$ cat config.mk
export PLATFORM = sky130hd
export DESIGN_NAME = uart_rx_line_ring_buffer
export DESIGN_NICKNAME = d
export VERILOG_FILES = /design/src/rtl/urlrb_pkg.sv /design/src/rtl/urlrb_cfg.sv /design/src/rtl/urlrb_dp.sv /design/src/rtl/urlrb_ctrl.sv /design/src/rtl/uart_rx_line_ring_buffer.sv
export SDC_FILE = /design/constraint.sdc
export NUM_CORES = 1
export LEC_CHECK = 0
export ABC_AREA = 1
export ABC_CLOCK_PERIOD_IN_PS = 3700
export BUFFER_PORTS_ARGS = -buffer_cell sky130_fd_sc_hd__buf_2
export CAP_MARGIN = 20
export CORE_ASPECT_RATIO = 0.6
export CORE_MARGIN = 3
export CORE_UTILIZATION = 43
export DETAILED_ROUTE_END_ITERATION = 12
export HOLD_SLACK_MARGIN = 0.12
export SETUP_SLACK_MARGIN = 0.1
export SYNTH_ARGS = -nofsm -noshare
export SYNTH_HDL_FRONTEND = slang
export SYNTH_SLANG_ARGS = --single-unit
$ cat constraint.sdc
create_clock -name i_clk -period 3.7 [get_ports i_clk]
set_input_delay 0.37 -clock i_clk [delete_from_list [all_inputs] [get_ports i_clk]]
set_output_delay 0.37 -clock i_clk [all_outputs]
set_load 0.1 [all_outputs]
$ cat src/rtl/urlrb_pkg.sv
// ============================================================================
// urlrb_pkg
// Shared types and constants of the serial receive ring buffer: operation
// codes, controller states, output selection and controller/datapath links.
// ============================================================================
package urlrb_pkg;

    // Stream field widths
    localparam int unsigned S_TDATA_W = 8;   // rx_byte
    localparam int unsigned S_TUSER_W = 2;   // operation
    localparam int unsigned M_TDATA_W = 16;  // data_byte, lines_pending
    localparam int unsigned M_TUSER_W = 2;   // empty_res, terminator
    localparam int unsigned BYTE_W    = 8;

    // Configuration port
    localparam int unsigned CFG_ADDR_W = 2;
    localparam int unsigned CFG_DATA_W = 32;
    localparam logic [CFG_ADDR_W-1:0] CFG_ADDR_HANDLER = 2'd0;

    // Special byte values
    localparam logic [BYTE_W-1:0] BYTE_NUL = 8'd0;
    localparam logic [BYTE_W-1:0] BYTE_LF  = 8'd10;
    localparam logic [BYTE_W-1:0] BYTE_CR  = 8'd13;

    // Operation codes carried in the input tuser
    typedef enum logic [1:0] {
        OP_PUSH       = 2'd0,
        OP_READ_BYTE  = 2'd1,
        OP_READ_LINE  = 2'd2,
        OP_LINE_EVENT = 2'd3
    } t_op;

    // Controller states
    typedef enum logic [1:0] {
        ST_IDLE  = 2'd0,  // waiting for an input beat
        ST_BYTE  = 2'd1,  // single byte read, data arriving from the ring
        ST_LCHK  = 2'd2,  // line read, check and emit the fetched byte
        ST_LTERM = 2'd3   // line read, emit the terminator
    } t_state;

    // What the output register is loaded with
    typedef enum logic [1:0] {
        SEL_STATUS = 2'd0,
        SEL_EMPTY  = 2'd1,
        SEL_MEM    = 2'd2,
        SEL_TERM   = 2'd3
    } t_out_sel;

    // Controller to datapath commands
    typedef struct packed {
        logic     push;      // store the input byte (with drop and full rules)
        logic     read_adv;  // advance read index and fetch that entry
        logic     flush;     // empty the ring
        logic     line_dec;  // take one line off the count
        logic     out_load;  // load the output register
        t_out_sel out_sel;
        logic     out_last;
    } t_dp_cmd;

    // Datapath to controller status
    typedef struct packed {
        logic ring_empty;
        logic lines_zero;
        logic stop_byte;     // fetched byte ends a line
        logic out_free;      // output register can take a beat this cycle
    } t_dp_sts;

endpackage

$ cat src/rtl/urlrb_cfg.sv
// ============================================================================
// urlrb_cfg
// APB register file: holds the handler_present flag.
// ============================================================================
module urlrb_cfg (
    input  logic                                i_clk,
    input  logic                                i_rst_n,
    input  logic                                i_psel,
    input  logic                                i_penable,
    input  logic                                i_pwrite,
    input  logic [urlrb_pkg::CFG_ADDR_W-1:0]    i_paddr,
    input  logic [urlrb_pkg::CFG_DATA_W-1:0]    i_pwdata,
    output logic [urlrb_pkg::CFG_DATA_W-1:0]    o_prdata,
    output logic                                o_pready,
    output logic                                o_handler
);

    logic r_handler;

    assign o_pready  = 1'b1;
    assign o_handler = r_handler;

    // Write on the access phase
    always_ff @(posedge i_clk) begin
        if (!i_rst_n) begin
            r_handler <= 1'b0;
        end else if (i_psel && i_penable && i_pwrite
                     && (i_paddr == urlrb_pkg::CFG_ADDR_HANDLER)) begin
            r_handler <= i_pwdata[0];
        end
    end

    // Read back
    always_comb begin
        unique case (i_paddr)
            urlrb_pkg::CFG_ADDR_HANDLER: begin
                o_prdata = {{(urlrb_pkg::CFG_DATA_W-1){1'b0}}, r_handler};
            end
            default: begin
                o_prdata = '0;
            end
        endcase
    end

endmodule

$ cat src/rtl/urlrb_dp.sv
// ============================================================================
// urlrb_dp
// Datapath: ring memory, write and read indices, line count and the output
// register of the result stream.
// ============================================================================
module urlrb_dp #(
    parameter int unsigned RING_DEPTH = 64
) (
    input  logic                                i_clk,
    input  logic                                i_rst_n,
    input  urlrb_pkg::t_dp_cmd                  i_cmd,
    output urlrb_pkg::t_dp_sts                  o_sts,
    input  logic [urlrb_pkg::BYTE_W-1:0]        i_rx_byte,
    output logic                                o_m_tvalid,
    input  logic                                i_m_tready,
    output logic [urlrb_pkg::M_TDATA_W-1:0]     o_m_tdata,
    output logic [urlrb_pkg::M_TUSER_W-1:0]     o_m_tuser,
    output logic                                o_m_tlast
);

    localparam int unsigned IDX_W = (RING_DEPTH > 1) ? $clog2(RING_DEPTH) : 1;
    localparam logic [IDX_W-1:0] IDX_LAST = IDX_W'(RING_DEPTH - 1);

    logic [urlrb_pkg::BYTE_W-1:0] r_ring [RING_DEPTH];
    logic [urlrb_pkg::BYTE_W-1:0] r_rd_data;

    logic [IDX_W-1:0]             r_write_index, n_write_index;
    logic [IDX_W-1:0]             r_read_index,  n_read_index;
    logic [urlrb_pkg::BYTE_W-1:0] r_line_count,  n_line_count;

    logic [IDX_W-1:0]             w_next_write;
    logic [IDX_W-1:0]             w_next_read;
    logic                         w_full;
    logic                         w_store;

    logic                         r_out_valid;
    logic [urlrb_pkg::BYTE_W-1:0] r_out_data;
    logic [urlrb_pkg::BYTE_W-1:0] r_out_lines;
    logic                         r_out_empty;
    logic                         r_out_term;
    logic                         r_out_last;

    function automatic logic [IDX_W-1:0] f_next_slot(input logic [IDX_W-1:0] idx);
        return (idx == IDX_LAST) ? '0 : idx + IDX_W'(1);
    endfunction

    assign w_next_write = f_next_slot(r_write_index);
    assign w_next_read  = f_next_slot(r_read_index);
    assign w_full       = (w_next_write == r_read_index);
    assign w_store      = i_cmd.push && !w_full
                          && (i_rx_byte != urlrb_pkg::BYTE_NUL)
                          && (i_rx_byte != urlrb_pkg::BYTE_LF);

    // Next indices and line count
    always_comb begin
        n_write_index = r_write_index;
        n_read_index  = r_read_index;
        n_line_count  = r_line_count;
        if (i_cmd.push && w_full) begin
            n_write_index = r_read_index;
        end else if (w_store) begin
            n_write_index = w_next_write;
            if (i_rx_byte == urlrb_pkg::BYTE_CR) begin
                n_line_count = r_line_count + 8'd1;
            end
        end
        if (i_cmd.flush) begin
            n_write_index = r_read_index;
        end
        if (i_cmd.read_adv) begin
            n_read_index = w_next_read;
        end
        if (i_cmd.line_dec) begin
            n_line_count = r_line_count - 8'd1;
        end
    end

    always_ff @(posedge i_clk) begin
        if (!i_rst_n) begin
            r_write_index <= '0;
            r_read_index  <= '0;
            r_line_count  <= '0;
        end else begin
            r_write_index <= n_write_index;
            r_read_index  <= n_read_index;
            r_line_count  <= n_line_count;
        end
    end

    // Ring memory: one write port, one registered read port
    always_ff @(posedge i_clk) begin
        if (w_store) begin
            r_ring[w_next_write] <= i_rx_byte;
        end
        if (i_cmd.read_adv) begin
            r_rd_data <= r_ring[w_next_read];
        end
    end

    // Output register: valid flag
    always_ff @(posedge i_clk) begin
        if (!i_rst_n) begin
            r_out_valid <= 1'b0;
        end else if (i_cmd.out_load) begin
            r_out_valid <= 1'b1;
        end else if (i_m_tready) begin
            r_out_valid <= 1'b0;
        end
    end

    // Output register: payload
    always_ff @(posedge i_clk) begin
        if (i_cmd.out_load) begin
            r_out_lines <= n_line_count;
            r_out_last  <= i_cmd.out_last;
            case (i_cmd.out_sel)
                urlrb_pkg::SEL_EMPTY: begin
                    r_out_data  <= '0;
                    r_out_empty <= 1'b1;
                    r_out_term  <= 1'b0;
                end
                urlrb_pkg::SEL_MEM: begin
                    r_out_data  <= r_rd_data;
                    r_out_empty <= 1'b0;
                    r_out_term  <= 1'b0;
                end
                urlrb_pkg::SEL_TERM: begin
                    r_out_data  <= '0;
                    r_out_empty <= 1'b0;
                    r_out_term  <= 1'b1;
                end
                default: begin
                    r_out_data  <= '0;
                    r_out_empty <= 1'b0;
                    r_out_term  <= 1'b0;
                end
            endcase
        end
    end

    // Status towards the controller
    assign o_sts.ring_empty = (r_write_index == r_read_index);
    assign o_sts.lines_zero = (r_line_count == '0);
    assign o_sts.stop_byte  = (r_rd_data == urlrb_pkg::BYTE_NUL)
                              || (r_rd_data == urlrb_pkg::BYTE_CR)
                              || r_rd_data[urlrb_pkg::BYTE_W-1];
    assign o_sts.out_free   = !r_out_valid || i_m_tready;

    assign o_m_tvalid = r_out_valid;
    assign o_m_tdata  = {r_out_lines, r_out_data};
    assign o_m_tuser  = {r_out_term, r_out_empty};
    assign o_m_tlast  = r_out_last;

endmodule

$ cat src/rtl/urlrb_ctrl.sv
// ============================================================================
// urlrb_ctrl
// Controller: decodes each input beat and sequences byte and line reads
// through the datapath.
// ============================================================================
module urlrb_ctrl (
    input  logic                                i_clk,
    input  logic                                i_rst_n,
    input  logic                                i_s_tvalid,
    output logic                                o_s_tready,
    input  logic [urlrb_pkg::S_TUSER_W-1:0]     i_op,
    input  logic                                i_handler,
    input  urlrb_pkg::t_dp_sts                  i_sts,
    output urlrb_pkg::t_dp_cmd                  o_cmd
);

    urlrb_pkg::t_state r_state, n_state;
    urlrb_pkg::t_op    w_op;
    logic              w_accept;
    logic              w_line_go;   // accepted beat starts a line read

    assign w_op       = urlrb_pkg::t_op'(i_op);
    assign o_s_tready = (r_state == urlrb_pkg::ST_IDLE) && i_sts.out_free;
    assign w_accept   = i_s_tvalid && o_s_tready;
    assign w_line_go  = !i_sts.lines_zero
                        && ((w_op == urlrb_pkg::OP_READ_LINE) || i_handler);

    always_ff @(posedge i_clk) begin
        if (!i_rst_n) begin
            r_state <= urlrb_pkg::ST_IDLE;
        end else begin
            r_state <= n_state;
        end
    end

    // Next state
    always_comb begin
        n_state = r_state;
        unique case (r_state)
            urlrb_pkg::ST_IDLE: begin
                if (w_accept) begin
                    case (w_op) inside
                        urlrb_pkg::OP_READ_BYTE: begin
                            if (!i_sts.ring_empty) begin
                                n_state = urlrb_pkg::ST_BYTE;
                            end
                        end
                        urlrb_pkg::OP_READ_LINE, urlrb_pkg::OP_LINE_EVENT: begin
                            if (w_line_go) begin
                                n_state = i_sts.ring_empty ? urlrb_pkg::ST_LTERM
                                                           : urlrb_pkg::ST_LCHK;
                            end
                        end
                        default: begin
                            n_state = urlrb_pkg::ST_IDLE;
                        end
                    endcase
                end
            end
            urlrb_pkg::ST_BYTE: begin
                if (i_sts.out_free) begin
                    n_state = urlrb_pkg::ST_IDLE;
                end
            end
            urlrb_pkg::ST_LCHK: begin
                if (i_sts.stop_byte) begin
                    n_state = urlrb_pkg::ST_LTERM;
                end else if (i_sts.out_free && i_sts.ring_empty) begin
                    n_state = urlrb_pkg::ST_LTERM;
                end
            end
            urlrb_pkg::ST_LTERM: begin
                if (i_sts.out_free) begin
                    n_state = urlrb_pkg::ST_IDLE;
                end
            end
            default: begin
                n_state = urlrb_pkg::ST_IDLE;
            end
        endcase
    end

    // Datapath commands
    always_comb begin
        o_cmd          = '0;
        o_cmd.out_sel  = urlrb_pkg::SEL_STATUS;
        unique case (r_state)
            urlrb_pkg::ST_IDLE: begin
                if (w_accept) begin
                    case (w_op)
                        urlrb_pkg::OP_PUSH: begin
                            o_cmd.push     = 1'b1;
                            o_cmd.out_load = 1'b1;
                            o_cmd.out_last = 1'b1;
                        end
                        urlrb_pkg::OP_READ_BYTE: begin
                            if (i_sts.ring_empty) begin
                                o_cmd.out_load = 1'b1;
                                o_cmd.out_sel  = urlrb_pkg::SEL_EMPTY;
                                o_cmd.out_last = 1'b1;
                            end else begin
                                o_cmd.read_adv = 1'b1;
                            end
                        end
                        default: begin
                            if (w_line_go) begin
                                o_cmd.line_dec = 1'b1;
                                o_cmd.read_adv = !i_sts.ring_empty;
                            end else begin
                                // no lines, or a line event without a handler
                                o_cmd.flush    = !i_sts.lines_zero;
                                o_cmd.out_load = 1'b1;
                                o_cmd.out_last = 1'b1;
                            end
                        end
                    endcase
                end
            end
            urlrb_pkg::ST_BYTE: begin
                if (i_sts.out_free) begin
                    o_cmd.out_load = 1'b1;
                    o_cmd.out_sel  = urlrb_pkg::SEL_MEM;
                    o_cmd.out_last = 1'b1;
                end
            end
            urlrb_pkg::ST_LCHK: begin
                // emit the byte and fetch the next while the ring holds more
                if (!i_sts.stop_byte && i_sts.out_free) begin
                    o_cmd.out_load = 1'b1;
                    o_cmd.out_sel  = urlrb_pkg::SEL_MEM;
                    o_cmd.read_adv = !i_sts.ring_empty;
                end
            end
            urlrb_pkg::ST_LTERM: begin
                if (i_sts.out_free) begin
                    o_cmd.out_load = 1'b1;
                    o_cmd.out_sel  = urlrb_pkg::SEL_TERM;
                    o_cmd.out_last = 1'b1;
                end
            end
            default: begin
                o_cmd.out_load = 1'b0;
            end
        endcase
    end

endmodule

$ cat src/rtl/uart_rx_line_ring_buffer.sv
// ============================================================================
// uart_rx_line_ring_buffer
// Receive ring buffer for serial bytes with line assembly and line counting.
// ============================================================================
// One input beat at a time is worked on. A push, a status result and a read
// of an empty ring load the output register on acceptance; a byte read goes
// through ST_BYTE, since the ring memory has a registered read port. A line
// read goes through ST_LCHK for each byte taken from the ring (the closing CR
// or high byte included), then ST_LTERM for the terminator, as long as the
// result side keeps up. The ring memory is not cleared after reset; entries
// that were never written are never read. Results pass through one output
// register, so a new input beat is taken while the last result is accepted.
module uart_rx_line_ring_buffer #(
    parameter int unsigned RING_DEPTH = 64
) (
    input  logic                                i_clk,
    input  logic                                i_rst_n,
    // input stream
    input  logic                                i_s_tvalid,
    output logic                                o_s_tready,
    input  logic [urlrb_pkg::S_TDATA_W-1:0]     i_s_tdata,  // [7:0] rx_byte
    input  logic [urlrb_pkg::S_TUSER_W-1:0]     i_s_tuser,  // [1:0] operation
    // result stream
    output logic                                o_m_tvalid,
    input  logic                                i_m_tready,
    output logic [urlrb_pkg::M_TDATA_W-1:0]     o_m_tdata,  // [7:0] data_byte,
                                                            // [15:8] lines_pending
    output logic [urlrb_pkg::M_TUSER_W-1:0]     o_m_tuser,  // [0] empty_res,
                                                            // [1] terminator
    output logic                                o_m_tlast,
    // configuration
    input  logic                                i_psel,
    input  logic                                i_penable,
    input  logic                                i_pwrite,
    input  logic [urlrb_pkg::CFG_ADDR_W-1:0]    i_paddr,
    input  logic [urlrb_pkg::CFG_DATA_W-1:0]    i_pwdata,
    output logic [urlrb_pkg::CFG_DATA_W-1:0]    o_prdata,
    output logic                                o_pready
);

    urlrb_pkg::t_dp_cmd w_cmd;
    urlrb_pkg::t_dp_sts w_sts;
    logic               w_handler;

    urlrb_cfg u_cfg (
        .i_clk     (i_clk),
        .i_rst_n   (i_rst_n),
        .i_psel    (i_psel),
        .i_penable (i_penable),
        .i_pwrite  (i_pwrite),
        .i_paddr   (i_paddr),
        .i_pwdata  (i_pwdata),
        .o_prdata  (o_prdata),
        .o_pready  (o_pready),
        .o_handler (w_handler)
    );

    urlrb_ctrl u_ctrl (
        .i_clk      (i_clk),
        .i_rst_n    (i_rst_n),
        .i_s_tvalid (i_s_tvalid),
        .o_s_tready (o_s_tready),
        .i_op       (i_s_tuser),
        .i_handler  (w_handler),
        .i_sts      (w_sts),
        .o_cmd      (w_cmd)
    );

    urlrb_dp #(
        .RING_DEPTH (RING_DEPTH)
    ) u_dp (
        .i_clk      (i_clk),
        .i_rst_n    (i_rst_n),
        .i_cmd      (w_cmd),
        .o_sts      (w_sts),
        .i_rx_byte  (i_s_tdata),
        .o_m_tvalid (o_m_tvalid),
        .i_m_tready (i_m_tready),
        .o_m_tdata  (o_m_tdata),
        .o_m_tuser  (o_m_tuser),
        .o_m_tlast  (o_m_tlast)
    );

endmodule

==> metrics.md <==
| Metric | Value |
|---|---|
| Result of the run | finished clean |
| Layout Nets | 2482 |
| Total power per unit cell area | 646 nW/um^2 |
| Dominant synthesized flop cell | edfxtp_1 |
| Vias in the first global route | 16100 |
| Post-synthesis async set-or-reset flop share | 0 |
| Final Wtd Congestion | 0.876 |
| Power, Total | 0.0180 W |
| Total track usage | 0.211 |
| Die Height | 194 um |
| Clock Tree Buf Depth | 3 |
| Reg2Reg Launch Point | u_dp.r_read_index[0]$_SDFFE_PN0P_ |
| Initial antenna violation count | 3 |
| Routed WL | 65700 um |
| Antenna Nets Post-Route | 0 |
| Clock Power Share | 0.298 |
| Dpl hpwl | 38900 um |
| P_int | 0.0114 W |
| Global-route wire length before repair | 99400 um |
| Arr. time, crit path | 3.88 ns |
| CTS tree | done |
| Core box area | 57800 sq um |
| Clk root buf | clkbuf_16 |
| Min-Delay Path Depth | 3 |
| Setup violators final | 0 |
| Worst path required time | 4.16 ns |
| Total grt overflow | 0 |
| Site row count | 68 |
| HP Class | primary input to flip-flop |
| Cells on worst reg2reg path | 11 |
| Clock Skews | 0.0137 ns |
| Unrepaired setup endpoints after global routing | no |
| CP Class | flip-flop to flip-flop |
| Sequential Power Share | 0.406 |
| M1 GR Usage | 0.323 |
| R2R Setup Slk | 0.28 ns |
| Maximum clock frequency | 0.292 GHz |
| Sequential fraction of the synthesis area | 0.661 |
| Most common cell after layout, fill and taps aside | nand2_1 |
| DRC | 0 |
| Post-DR wirelength/cell | 20.3 um |
| Multi-input logic area | 6900 sq um |
| Crit path time final | 3.42 ns |
| Sw Pwr | 0.00658 W |
| Peak VDD IR | 0.539 mV |
| Number of max-cap violations | 0 |
| Hold path start | i_rst_n |
| Starting Density | 0.437 |
| Slew @ Worst Pin | 0.986 ns |
| Met3 Use GR | 0.0630 |
| Critical Path End Type | flip-flop |
| Post-Syn Area | 25200 sq um |
| Final setup TNS | 0 ns |
| Mean post-synth cell area | 10.6 sq um |
| Inserted Clock Buffers | 51 |
| Final Hold Viols | 0 |
| Die area | 61700 sq um |
| TritonRoute pass-1 iters | 6 |
| Met2 Use GR | 0.293 |
| Most frequent cells in the layout | nand2_1 (688), edfxtp_1 (539), nand3_1 (356), inv_1 (226), nor2_1 (117) |
| Cells after Synth | 2390 |
| Beginning of the critical path | u_dp.r_read_index[0]$_SDFFE_PN0P_ |
| IO Port Bufs | 41 |
| Layout area overhead | 10.6% |
| I/O pin total | 105 |
| Slew HR | 0.343 |
| Die Wd | 319 um |
| Iteration-0 DRC Markers | 2088 |
| Share of layout cells above drive strength 1 | 0.0889 |
| Largest net degree at the start of global routing | 130 |
| Worst setup SP type | flip-flop |
| Combinational fraction of design power | 0.296 |
| # resized after CTS | 0 |
| Grt peak-use layer | met1 |
| CP max FO | 19 |
| Fill cell count | 5173 |
| Worst-Skew Late Latency | 0.59 ns |
| CTS clk-pin slew, worst paths | 0.07 ns |
| Leak | 10.5 nW |
| DR vias/cell | 5.28 |
| Final period utilization | 0.924 |
| H-tree depth | 2 |
| EDFF count, synth | 539 |
| Post-synth cell types | 37 |
| Switching share of power | 0.365 |
| Final Max Slew Viols | 0 |
| Register area | 16700 sq um |
| Clock sinks | 563 |
| Via count | 17100 |
| YS warnings | 0 |
| Seq cells post-synth | 563 |
-- Yosys cell counts, types with 5 or more instances --
master	number	area, sq um
nand2_2	7	43.8
o21ai_0	18	90.1
o211ai_1	81	608
buf_6	10	113
a21oi_1	29	145
inv_1	228	856
inv_2	6	22.5
nand3_1	356	1780
edfxtp_1	539	16200
ha_1	5	62.6
nor3_1	5	25.0
buf_2	9	45.0
buf_1	13	48.8
nand4_1	7	43.8
nor2_1	117	439
buf_4	63	473
xor2_1	11	96.3
clkbuf_1	61	229
nor2_2	12	75.1
dfxtp_1	24	480
nand2_1	688	2580
nand3b_1	80	601
-- area by class of cell --
class | count | share of cell area
tap | 770 | 0.0345
clock inverter | 25 | 0.00830
inverter | 238 | 0.0321
timing repair buffer | 109 | 0.0291
multi-input combinational | 1463 | 0.247
clock buffer | 66 | 0.0511
sequential | 563 | 0.597
antenna | 3 | 0.000269
-- logic make-up (layout without fill, tap and decap cells) --
family	Yosys count	count (layout)	synth area share
buffers and inverters	394	438	0.0715
and+or+nand+nor	1282	1282	0.226
other	2	35	0.000298
xor gates and xnor gates	12	12	0.00417
adders and majority gates	5	5	0.00248
DFF	563	563	0.661
AOI/OAI and AO/OA	132	132	0.0350
-- power by group through the flow --
stage / Sequential, W / Combinational (W) / Clock [W]
floorplan: 0.00815 / 0.00314 / 0
global placement: 0.00745 / 0.00523 / 0
detailed placement: 0.00745 / 0.00528 / 0
CTS: 0.00731 / 0.00530 / 0.00544
global route: 0.00732 / 0.00579 / 0.00573
finish: 0.00731 / 0.00533 / 0.00537
-- per-stage QoR --
step                utilization  hold slack (ns)  worst slack [ns]  instance area [sq um]  instances
global route              0.483            0.162             0.160                  27900       3234
global placement          0.454            0.494             0.471                  26200       3140
floorplan                     -            0.444             0.219                  25300       2420
detailed placement        0.454            0.507             0.428                  26200       3140
finish                    0.483            0.162             0.280                  27900       3237
CTS                       0.483            0.133             0.393                  27900       3234
-- state kept, by name, indices dropped and copies added, names as in the netlist, 2 cells and up --
register            count
u_ctrl.r_state          2
u_dp.r_line_count       8
u_dp.r_out_data         8
u_dp.r_out_lines        8
u_dp.r_rd_data          8
u_dp.r_read_index       6
u_dp.r_ring           512
u_dp.r_write_index      6
-- critical path, cell delays in order, from the launching register on --
cell and delay [ns]:
dfxtp_1 0.38, ha_4 0.21, nand2_1 0.11, nor2_2 0.06, nand2_2 0.40, nand3_1 0.18
inv_1 0.69, buf_4 0.41, nand3_1 0.30, nand3_1 0.27, nand3_1 0.16, nand2_1 0.09
-- final timing paths --
check,endpoint
setup / recovery,u_dp.r_rd_data[5]$_DFFE_PP_
hold / removal,u_dp.r_write_index[1]$_SDFFE_PN0P_
setup reg to reg,u_dp.r_rd_data[5]$_DFFE_PP_
hold reg to reg,u_ctrl.r_state[1]$_SDFFE_PN0P_
-- metal layers --
layer	share of wire	up-vias
li1	-	8127
met1	0.47	8221
met2	0.41	648
met3	0.11	85
met4	0.018	4
met5	0.00032	-
-- repair_timing --
item                      CTS  global route
hold endpoints to repair    2             0
hold buffers                3             0
setup buffers               0             0
Power figures use the tool's default switching activity.
